## config.mk

```make
export PLATFORM = sky130hd
export DESIGN_NAME = request_priority_table_top
export DESIGN_NICKNAME = d
export VERILOG_FILES = /design/src/sv/rpt_pkg.sv /design/src/sv/request_priority_table_top.sv
export SDC_FILE = /design/constraint.sdc
export NUM_CORES = 2
export LEC_CHECK = 0
export ABC_CLOCK_PERIOD_IN_PS = 3800
export BUFFER_PORTS_ARGS = -buffer_cell sky130_fd_sc_hd__buf_2
export CAP_MARGIN = 10
export CELL_PAD_IN_SITES_DETAIL_PLACEMENT = 0
export CELL_PAD_IN_SITES_GLOBAL_PLACEMENT = 1
export CORE_MARGIN = 2
export CORE_UTILIZATION = 51
export DETAILED_ROUTE_END_ITERATION = 16
export GPL_TIMING_DRIVEN = 0
export PLACE_DENSITY = 0.81
export SYNTH_ARGS = -nofsm -noshare
export SYNTH_HDL_FRONTEND = slang
export SYNTH_SLANG_ARGS = --single-unit
```

## constraint.sdc

```tcl
create_clock -name clk -period 3.8 [get_ports clk]
set_input_delay 0.57 -clock clk [delete_from_list [all_inputs] [get_ports clk]]
set_output_delay 0.57 -clock clk [all_outputs]
set_load 0.02 [all_outputs]
```

## src/sv/rpt_pkg.sv

```systemverilog
`default_nettype none

package rpt_pkg;

    localparam int ENTRIES = 64;
    localparam int IDX_W   = (ENTRIES > 1) ? $clog2(ENTRIES) : 1;
    localparam int KEY_W   = 16;
    localparam int PRIO_W  = 16;

    localparam logic [PRIO_W-1:0] PRIO_ABSENT = '1;

    typedef enum logic [2:0] {
        ACT_SET    = 3'd0,
        ACT_APPEND = 3'd1,
        ACT_REMOVE = 3'd2,
        ACT_CLEAR  = 3'd3,
        ACT_LOOKUP = 3'd4,
        ACT_LIST   = 3'd5
    } action_t;

endpackage

`default_nettype wire

```

## src/sv/request_priority_table_top.sv

```systemverilog
`default_nettype none

// Associative table of rpt_pkg::ENTRIES slots mapping a 16-bit item number to a
// 16-bit priority. Each request (set, append, remove, clear, lookup, list entry)
// returns exactly one result transaction. A request that needs the table sweeps
// every slot through the key and priority memories, one slot per cycle, with one
// shared compare unit that looks for the key, the first free slot and the largest
// stored priority; clear and unused actions skip the sweep. The input is not
// ready while a request is in progress; a finished result sits in an output
// register, so the next request can be accepted and swept while it waits.
// Valid bits are flip-flops cleared at reset, so no clearing pass is needed.
module request_priority_table_top (
    input  wire logic        clk,
    input  wire logic        rst_n,
    input  wire logic        s_axis_tvalid,
    output logic             s_axis_tready,
    input  wire logic [31:0] s_axis_tdata,   // item_key, new_priority
    input  wire logic [3:0]  s_axis_tuser,   // action, list_first
    output logic             m_axis_tvalid,
    input  wire logic        m_axis_tready,
    output logic [15:0]      m_axis_tdata,   // priority_out
    output logic [1:0]       m_axis_tuser    // found, status
);
    import rpt_pkg::*;

    typedef enum logic [1:0] {
        ST_IDLE,
        ST_SCAN,
        ST_LAST,
        ST_UPDATE
    } state_t;

    state_t              state_reg;
    logic [ENTRIES-1:0]  valid_reg;
    logic [PRIO_W-1:0]   list_pos_reg;

    logic [2:0]          req_action_reg;
    logic [KEY_W-1:0]    req_key_reg;
    logic [PRIO_W-1:0]   req_prio_reg;

    logic [IDX_W-1:0]    scan_idx_reg;
    logic                cmp_en_reg;
    logic [IDX_W-1:0]    cmp_idx_reg;
    logic [KEY_W-1:0]    key_rd_reg;
    logic [PRIO_W-1:0]   prio_rd_reg;

    logic                hit_reg;
    logic [IDX_W-1:0]    hit_idx_reg;
    logic [PRIO_W-1:0]   hit_prio_reg;
    logic                free_found_reg;
    logic [IDX_W-1:0]    free_idx_reg;
    logic                any_reg;
    logic [PRIO_W-1:0]   max_reg;

    logic                out_valid_reg;
    logic                out_found_reg;
    logic                out_status_reg;
    logic [PRIO_W-1:0]   out_prio_reg;

    logic [KEY_W-1:0]    key_mem  [ENTRIES];
    logic [PRIO_W-1:0]   prio_mem [ENTRIES];

    logic                in_fire;
    logic                upd_go;
    logic                cmp_valid;

    // Decisions taken at the end of the sweep.
    logic                wr_en;
    logic [IDX_W-1:0]    wr_slot;
    logic [PRIO_W-1:0]   wr_prio;
    logic                rm_en;
    logic                clear_all;
    logic                pos_adv;
    logic                res_found;
    logic                res_status;
    logic [PRIO_W-1:0]   res_prio;
    logic [PRIO_W-1:0]   append_prio;

    assign s_axis_tready = (state_reg == ST_IDLE);
    assign in_fire       = s_axis_tvalid && s_axis_tready;
    assign upd_go        = (state_reg == ST_UPDATE) && (!out_valid_reg || m_axis_tready);
    assign cmp_valid     = valid_reg[cmp_idx_reg];

    assign m_axis_tvalid = out_valid_reg;
    assign m_axis_tdata  = out_prio_reg;
    assign m_axis_tuser  = {out_status_reg, out_found_reg};

    always_comb
    begin
        if (!any_reg)
            append_prio = '0;
        else if (max_reg == PRIO_ABSENT)
            append_prio = PRIO_ABSENT;
        else
            append_prio = max_reg + PRIO_W'(1);
    end

    always_comb
    begin
        wr_en      = 1'b0;
        wr_slot    = hit_reg ? hit_idx_reg : free_idx_reg;
        wr_prio    = req_prio_reg;
        rm_en      = 1'b0;
        clear_all  = 1'b0;
        pos_adv    = 1'b0;
        res_found  = 1'b0;
        res_status = 1'b0;
        res_prio   = PRIO_ABSENT;
        unique case (req_action_reg)
            ACT_SET, ACT_LIST:
            begin
                wr_prio   = (req_action_reg == ACT_LIST) ? list_pos_reg : req_prio_reg;
                pos_adv   = (req_action_reg == ACT_LIST);
                res_found = hit_reg;
                if (hit_reg || free_found_reg)
                begin
                    wr_en    = 1'b1;
                    res_prio = wr_prio;
                end
                else
                begin
                    res_status = 1'b1;
                end
            end
            ACT_APPEND:
            begin
                wr_prio = append_prio;
                if (hit_reg)
                begin
                    res_found = 1'b1;
                    res_prio  = hit_prio_reg;
                end
                else if (free_found_reg)
                begin
                    wr_en    = 1'b1;
                    res_prio = append_prio;
                end
                else
                begin
                    res_status = 1'b1;
                end
            end
            ACT_REMOVE:
            begin
                if (hit_reg)
                begin
                    rm_en     = 1'b1;
                    res_found = 1'b1;
                    res_prio  = hit_prio_reg;
                end
            end
            ACT_CLEAR:
            begin
                clear_all = 1'b1;
            end
            ACT_LOOKUP:
            begin
                if (hit_reg)
                begin
                    res_found = 1'b1;
                    res_prio  = hit_prio_reg;
                end
            end
            default:
            begin
            end
        endcase
    end

    // Key and priority stores; the read port follows the sweep address.
    always_ff @(posedge clk)
    begin
        if (upd_go && wr_en)
        begin
            key_mem[wr_slot]  <= req_key_reg;
            prio_mem[wr_slot] <= wr_prio;
        end
        key_rd_reg  <= key_mem[scan_idx_reg];
        prio_rd_reg <= prio_mem[scan_idx_reg];
    end

    always_ff @(posedge clk or negedge rst_n)
    begin
        if (!rst_n)
        begin
            state_reg      <= ST_IDLE;
            valid_reg      <= '0;
            list_pos_reg   <= '0;
            req_action_reg <= '0;
            req_key_reg    <= '0;
            req_prio_reg   <= '0;
            cmp_en_reg     <= 1'b0;
            cmp_idx_reg    <= '0;
            out_valid_reg  <= 1'b0;
            out_found_reg  <= 1'b0;
            out_status_reg <= 1'b0;
            out_prio_reg   <= '0;
            scan_idx_reg   <= '0;
            hit_reg        <= 1'b0;
            hit_idx_reg    <= '0;
            hit_prio_reg   <= '0;
            free_found_reg <= 1'b0;
            free_idx_reg   <= '0;
            any_reg        <= 1'b0;
            max_reg        <= '0;
        end
        else
        begin
            if (upd_go)
                out_valid_reg <= 1'b1;
            else if (m_axis_tready)
                out_valid_reg <= 1'b0;

            // Shared compare unit: one slot per cycle, in the cycle after that slot's read.
            if (cmp_en_reg)
            begin
                if (cmp_valid)
                begin
                    if (!hit_reg && key_rd_reg == req_key_reg)
                    begin
                        hit_reg      <= 1'b1;
                        hit_idx_reg  <= cmp_idx_reg;
                        hit_prio_reg <= prio_rd_reg;
                    end
                    if (!any_reg || prio_rd_reg > max_reg)
                        max_reg <= prio_rd_reg;
                    any_reg <= 1'b1;
                end
                else if (!free_found_reg)
                begin
                    free_found_reg <= 1'b1;
                    free_idx_reg   <= cmp_idx_reg;
                end
            end

            unique case (state_reg)
                ST_IDLE:
                begin
                    if (in_fire)
                    begin
                        req_action_reg <= s_axis_tuser[2:0];
                        req_key_reg    <= s_axis_tdata[15:0];
                        req_prio_reg   <= s_axis_tdata[31:16];
                        scan_idx_reg   <= '0;
                        hit_reg        <= 1'b0;
                        free_found_reg <= 1'b0;
                        any_reg        <= 1'b0;
                        if (s_axis_tuser[2:0] == ACT_LIST && s_axis_tuser[3])
                        begin
                            valid_reg    <= '0;
                            list_pos_reg <= '0;
                        end
                        if (s_axis_tuser[2:0] == ACT_SET || s_axis_tuser[2:0] == ACT_APPEND ||
                            s_axis_tuser[2:0] == ACT_REMOVE ||
                            s_axis_tuser[2:0] == ACT_LOOKUP || s_axis_tuser[2:0] == ACT_LIST)
                            state_reg <= ST_SCAN;
                        else
                            state_reg <= ST_UPDATE;
                    end
                end
                ST_SCAN:
                begin
                    cmp_en_reg  <= 1'b1;
                    cmp_idx_reg <= scan_idx_reg;
                    if (scan_idx_reg == IDX_W'(ENTRIES - 1))
                        state_reg <= ST_LAST;
                    else
                        scan_idx_reg <= scan_idx_reg + IDX_W'(1);
                end
                ST_LAST:
                begin
                    cmp_en_reg <= 1'b0;
                    state_reg  <= ST_UPDATE;
                end
                ST_UPDATE:
                begin
                    if (upd_go)
                    begin
                        if (clear_all)
                            valid_reg <= '0;
                        else if (wr_en)
                            valid_reg[wr_slot] <= 1'b1;
                        else if (rm_en)
                            valid_reg[hit_idx_reg] <= 1'b0;
                        if (pos_adv && list_pos_reg != PRIO_ABSENT)
                            list_pos_reg <= list_pos_reg + PRIO_W'(1);
                        out_found_reg  <= res_found;
                        out_status_reg <= res_status;
                        out_prio_reg   <= res_prio;
                        state_reg      <= ST_IDLE;
                    end
                end
                default:
                begin
                    state_reg <= ST_IDLE;
                end
            endcase
        end
    end

`ifndef ASSERT_OFF
    // Once a request is taken, the input stays closed until its result is issued.
    a_busy_after_accept: assert property (@(posedge clk) disable iff (!rst_n)
        in_fire |=> !s_axis_tready)
        else $error("request accepted while another was in progress");

    // A new result only appears as the update step commits.
    a_result_from_update: assert property (@(posedge clk) disable iff (!rst_n)
        $rose(m_axis_tvalid) |-> $past(state_reg == ST_UPDATE))
        else $error("result issued outside the update step");

    // A dropped insert never claims the item and always reports it as absent.
    a_full_consistent: assert property (@(posedge clk) disable iff (!rst_n)
        m_axis_tvalid && m_axis_tuser[1] |-> !m_axis_tuser[0] && m_axis_tdata == PRIO_ABSENT)
        else $error("inconsistent table-full result");

    // A pending result must not be overwritten by the next request.
    a_no_overwrite: assert property (@(posedge clk) disable iff (!rst_n)
        m_axis_tvalid && !m_axis_tready |=> m_axis_tvalid && $stable(m_axis_tdata))
        else $error("pending result lost");
`endif

endmodule

`default_nettype wire

```

# ---- After elaboration in Yosys (flattened, before gate mapping)
# Memory sizes are Yosys's and may differ from the RTL's. A register that Yosys moved wholly into a read port is not among the register bits.
# Cells that the tools add are included.
# Widths: inputs -> output; s select.
dict set report word_totals {
  out_inout_bits 20
  word_cells 163
  in_bits 40
  register_bits 196
  ram_bits 2048
  memories 2
}
dict set report classes {
  order_cmp 6
  n_bitwise 5
  add_sub_neg 3
  n_reduce_logical 37
  mux 67
  eq_ne 23
}
# memory depth word_bits read_ports rd_ports_with_merged_regs write_ports line_no
set mem_list {}
lappend mem_list {key_mem 64 16 1 1 1 request_priority_table_top.sv:60} ;# logic [KEY_W-1:0] key_mem [ENTRIES];
lappend mem_list {prio_mem 64 16 1 1 1 request_priority_table_top.sv:61} ;# logic [PRIO_W-1:0] prio_mem [ENTRIES];
# op count
set op_table {}
lappend op_table {{$mux 64} 6}
lappend op_table {{$mux 16} 11}
lappend op_table {{$pmux 64 s2} 1}
lappend op_table {{$and 64x64->64} 1}
lappend op_table {{$not 64->64} 1}
lappend op_table {{$or 64x64->64} 1}
lappend op_table {{$pmux 16 s2} 2}
lappend op_table {{$pmux 16 s3} 1}
lappend op_table {{$add 16x1->16 const B} 2}
lappend op_table {{$mux 1} 30}
lappend op_table {{$lt 6x7->1 const B} 3}
lappend op_table {{$mux 6} 3}
lappend op_table {{$eq 16x16->1} 1}
lappend op_table {{$eq 16x16->1 const B} 1}
lappend op_table {{$gt 16x16->1} 1}
lappend op_table {{$ne 16x16->1 const B} 1}
lappend op_table {{$reduce_and 3->1} 5}
lappend op_table {{$demux 1 s6} 2}
lappend op_table {{$eq 3x3->1 const B} 4}
lappend op_table {{$ge 6x1->1 const B} 2}
lappend op_table {{$pmux 6 s2} 1}
lappend op_table {{$reduce_and 5->1} 2}
lappend op_table {{$eq 3x2->1 const B} 3}
lappend op_table {{$logic_and 1x1->1} 8}
lappend op_table {{21 further kinds} 48}

# ---- Logic depth before layout (Yosys ltp)
dict set report depth {
  ltp_word 11
  depth_mapped 11
  mapped_depth_nobuf 8
}

# ---- Worst setup path after synthesis
# Ideal clock, no wire load.
dict set report synth_timing {
  kind {reg-to-reg}
  start {register req_action_reg[0]}
  end {memory key_mem[1][0] (enable)}
  n_path_buf 2
  slack_ns 0.215
  setup_ns 0.421
  path_stages_with_launch 8
  arrival_ns 3.164
  path_cell_list {dfrtp_1 clkbuf_2 and3b_1 or4_1 clkbuf_1 nor2b_1 nand2_1 nor2_1}
}
dict set report synth_between {
  elab_chain_len 6
}
# element line_no
set synth_rtl {}
lappend synth_rtl {{start, declared} request_priority_table_top.sv:37} ;# logic [2:0] req_action_reg;
lappend synth_rtl {{start signal, assigned} request_priority_table_top.sv:241} ;# req_action_reg <= s_axis_tuser[2:0];
lappend synth_rtl {{$eq 3x3->1 / $logic_not 3->1 (equally long branches)} request_priority_table_top.sv:109} ;# unique case (req_action_reg)
lappend synth_rtl {{$reduce_or 2->1} request_priority_table_top.sv:109}
lappend synth_rtl {{$pmux 1 s2 *} request_priority_table_top.sv:109}
lappend synth_rtl {{$logic_and 1x1->1 *} request_priority_table_top.sv:173} ;# if (upd_go && wr_en)
lappend synth_rtl {{$mux 1 *} request_priority_table_top.sv:173}
lappend synth_rtl {{$mux 1 (implied by the code) *} request_priority_table_top.sv:175} ;# key_mem[wr_slot] <= req_key_reg;
lappend synth_rtl {{end, declared} request_priority_table_top.sv:60}
# Every way passes the cells marked *; elsewhere a longest branch is shown, timed or not.

# ---- Worst setup path in the final report
dict set report layout_timing {
  start {register req_action_reg[0]}
  end {memory key_mem[27][4] (enable)}
}
# The elaborated chain is that of the path after synthesis.

==> flow_metrics.tcl <==
set metrics [dict create \
    status "finished, violations left" \
    violations "negative setup slack" \
    vdd_ir_drop_max_v 0.000581 \
    rrSetupSlack_ns -0.07 \
    power.static_leakage_nw 33.0 \
    pin_count 60 \
    ant_nets 0 \
    power-per-cell-area_mw_per_mm2 746 \
    cts_tree "done" \
    drt-wirelength-per-cell_um 35.1 \
    setup_slack_ns -0.0705 \
    worstMarginPinSlew_ns 1.29 \
    drc 0 \
    worstPathCellList "clkbuf_2, and3b_1, or4_1, clkbuf_1, nor2_1, nand2_1, nor2_4, buf_12" \
    yosysWarnings 0 \
    synth-edff-count 2048 \
    dp.cells 6618 \
    slew_violations 0 \
    ys_async_sr_fraction_pct 8.61 \
    slowest_stage "nand2_1" \
    stdcell_count 7153 \
    r2r-end "key_mem[27][4]" \
    finalCritPeriodShare_pct 102 \
    io_buffers 59 \
    setup_viol 48 \
    path_class "reg2reg" \
    clk_latency_ns 0.89 \
    ctsHtreeMaxLevel 4 \
    endpoint_kind "register" \
    hold_path.class "in2async" \
    antenna_found_initial 15 \
    fmax_mhz 258 \
    overflow 0 \
    dp_hpwl_um 155000 \
    maxSlewHeadroom_pct 14.3 \
    period_needed_ns 3.87 \
    die_area_sq_mm 0.179 \
    rsz0062_at_grt "true" \
    fin_skew_ns 0.0749 \
    yosys.cell_types.count 71 \
    cp.buffers_inverters 3 \
    crit_required_ns 4.35 \
    setup_tns_ns -1.17 \
    drv_cap 0 \
    max_stage_delay_ns 0.58 \
    routabilityCongestion 0.919 \
    ys_seq_elements 2276 \
    reg2reg_depth 8 \
    reg2reg_from "req_action_reg[0]" \
    row_count 153 \
    synth.yosys.seq_area_share_pct 75.0 \
    syn2layout_area_growth_pct 16.7 \
    syn-instance-count 4129 \
    coreArea_sq_mm 0.174 \
    start_util_pct 51.3 \
    first_iter_violations 7312 \
    synth_area_sq_mm 0.0894 \
    critical_path.top_delay_family "simple AND/OR/NAND/NOR gates" \
    cp.arrival_ns 4.42 \
    syn_nets 4192 \
    clock-sinks 2276 \
    layout_commonest_cell "edfxtp_1" \
    vias_per_cell 6.67 \
    grt_max_degree 74 \
    cts_buffers 217 \
    layout.nets 4701 \
    die_y_um 423 \
    start_kind "register" \
    routed_wl_um 251000 \
    die-width_um 423 \
    drive_gt1_share_pct 30.7 \
    final_hold_viol_count 0 \
    avgSynthCellArea_sq_um 21.6 \
    cts.reportedPaths.clkPinSlew_ns 0.06 \
    vias 47700 \
    grt_util_all_layers_pct 28.2 \
    cts_buffer_depth 3 \
    grt_pass1_vias 47400 \
    worstPathMaxFanout 25 \
    first_pass_iters 6 \
    crit_cells 8 \
    ys.flop_type "edfxtp_1" \
    grt_pass1_wl_um 356000 \
    root_buffer "clkbuf_16" \
    mostFrequentLayoutCells "edfxtp_1, mux4_2, clkbuf_16, clkbuf_1, dfrtp_1" \
]
per-stage QoR:
| stage | hold WS (ns) | area (sq um) | setup WS (ns) | util, % | total power [mW] |
|---|---|---|---|---|---|
| finish | 0.204 | 104000 | -0.0705 | 59.9 | 77.8 |
| CTS | 0.219 | 104000 | -0.0265 | 59.8 | 77.3 |
| global placement | 0.469 | 92600 | -2.35 | 53.2 | 53.7 |
| global route | 0.253 | 104000 | -0.123 | 59.9 | 79.8 |
| floorplan | 0.274 | 89400 | 0.215 | - | 45.8 |
| detailed placement | 0.473 | 95500 | -0.785 | 54.9 | 55.6 |
power by group:
part | switching [mW] | internal, mW | leakage, nW
Clock | 9.64 | 12.2 | 3.47
Sequential | 1.30 | 32.7 | 21.3
Combinational | 14.3 | 7.65 | 8.24
logic make-up (layout without fill, tap and decap cells):
logic type | Yosys count | after routing | synth area share, %
mux | 784 | 784 | 18.4
other cells | 0 | 4 | 0
compound gates | 393 | 393 | 2.82
buf+inv | 272 | 967 | 1.31
flops | 2276 | 2276 | 75.0
fa+ha+maj | 23 | 23 | 0.322
simple gates | 356 | 356 | 1.90
xor+xnor | 25 | 25 | 0.245
layer usage:
layer	track usage, %	routed length (um)	vias up
li1	-	-	18500
met1	37.4	88300	25000
met2	43.4	117000	3610
met3	6.98	29700	612
met4	15.3	15700	12
met5	0	80	-
what timing repair did:
item	in CTS	in global routing
cloned	0	0
hold buffers	38	0
hold endpoints to repair	92	0
resized for setup	33	18
pin swaps	42	4
setup buffers	77	11
setup endpoints to repair	1359	454
layout make-up:
cell class              instances  area (sq um)
flip-flops and latches       2276         67100
repair buffers                291          4160
clock buffers                 289          5820
diodes                          4          10.0
plain buffers                 239          1120
inverters                      32           120
multi-input cells            1581         21700
clock inverters               116          1350
well taps                    2325          2910
fillers                     11600         69700
cells in the mapped netlist, types with 16 or more instances:
cell / number / area (sq um)
a21oi_1: 126 / 631
a41oi_1: 56 / 490
buf_1: 37 / 139
buf_2: 41 / 205
buf_4: 17 / 128
clkbuf_1: 139 / 522
dfrtp_1: 196 / 4900
dfxtp_1: 32 / 641
edfxtp_1: 2048 / 61500
ha_1: 23 / 288
inv_1: 31 / 116
mux2_1: 38 / 428
mux2_2: 48 / 541
mux2i_1: 22 / 220
mux4_2: 676 / 15200
nand2_1: 89 / 334
nand2b_1: 18 / 113
nand3_1: 40 / 200
nor2_1: 116 / 435
o21ai_0: 87 / 435
o22ai_1: 16 / 100
xor2_1: 16 / 140
worst max path at each step:
stage / end / slack, ns / from
floorplan: key_mem[1][0] / 0.21 / req_action_reg[0]
global placement: key_mem[57][12] / -2.35 / hit_reg
detailed placement: prio_rd_reg[13] / -0.78 / scan_idx_reg[1]
CTS: key_mem[4][3] / -0.03 / req_action_reg[0]
global route: key_mem[27][4] / -0.12 / req_action_reg[0]
finish: key_mem[27][4] / -0.07 / req_action_reg[0]
No activity file was read; power rests on OpenSTA's default activity.
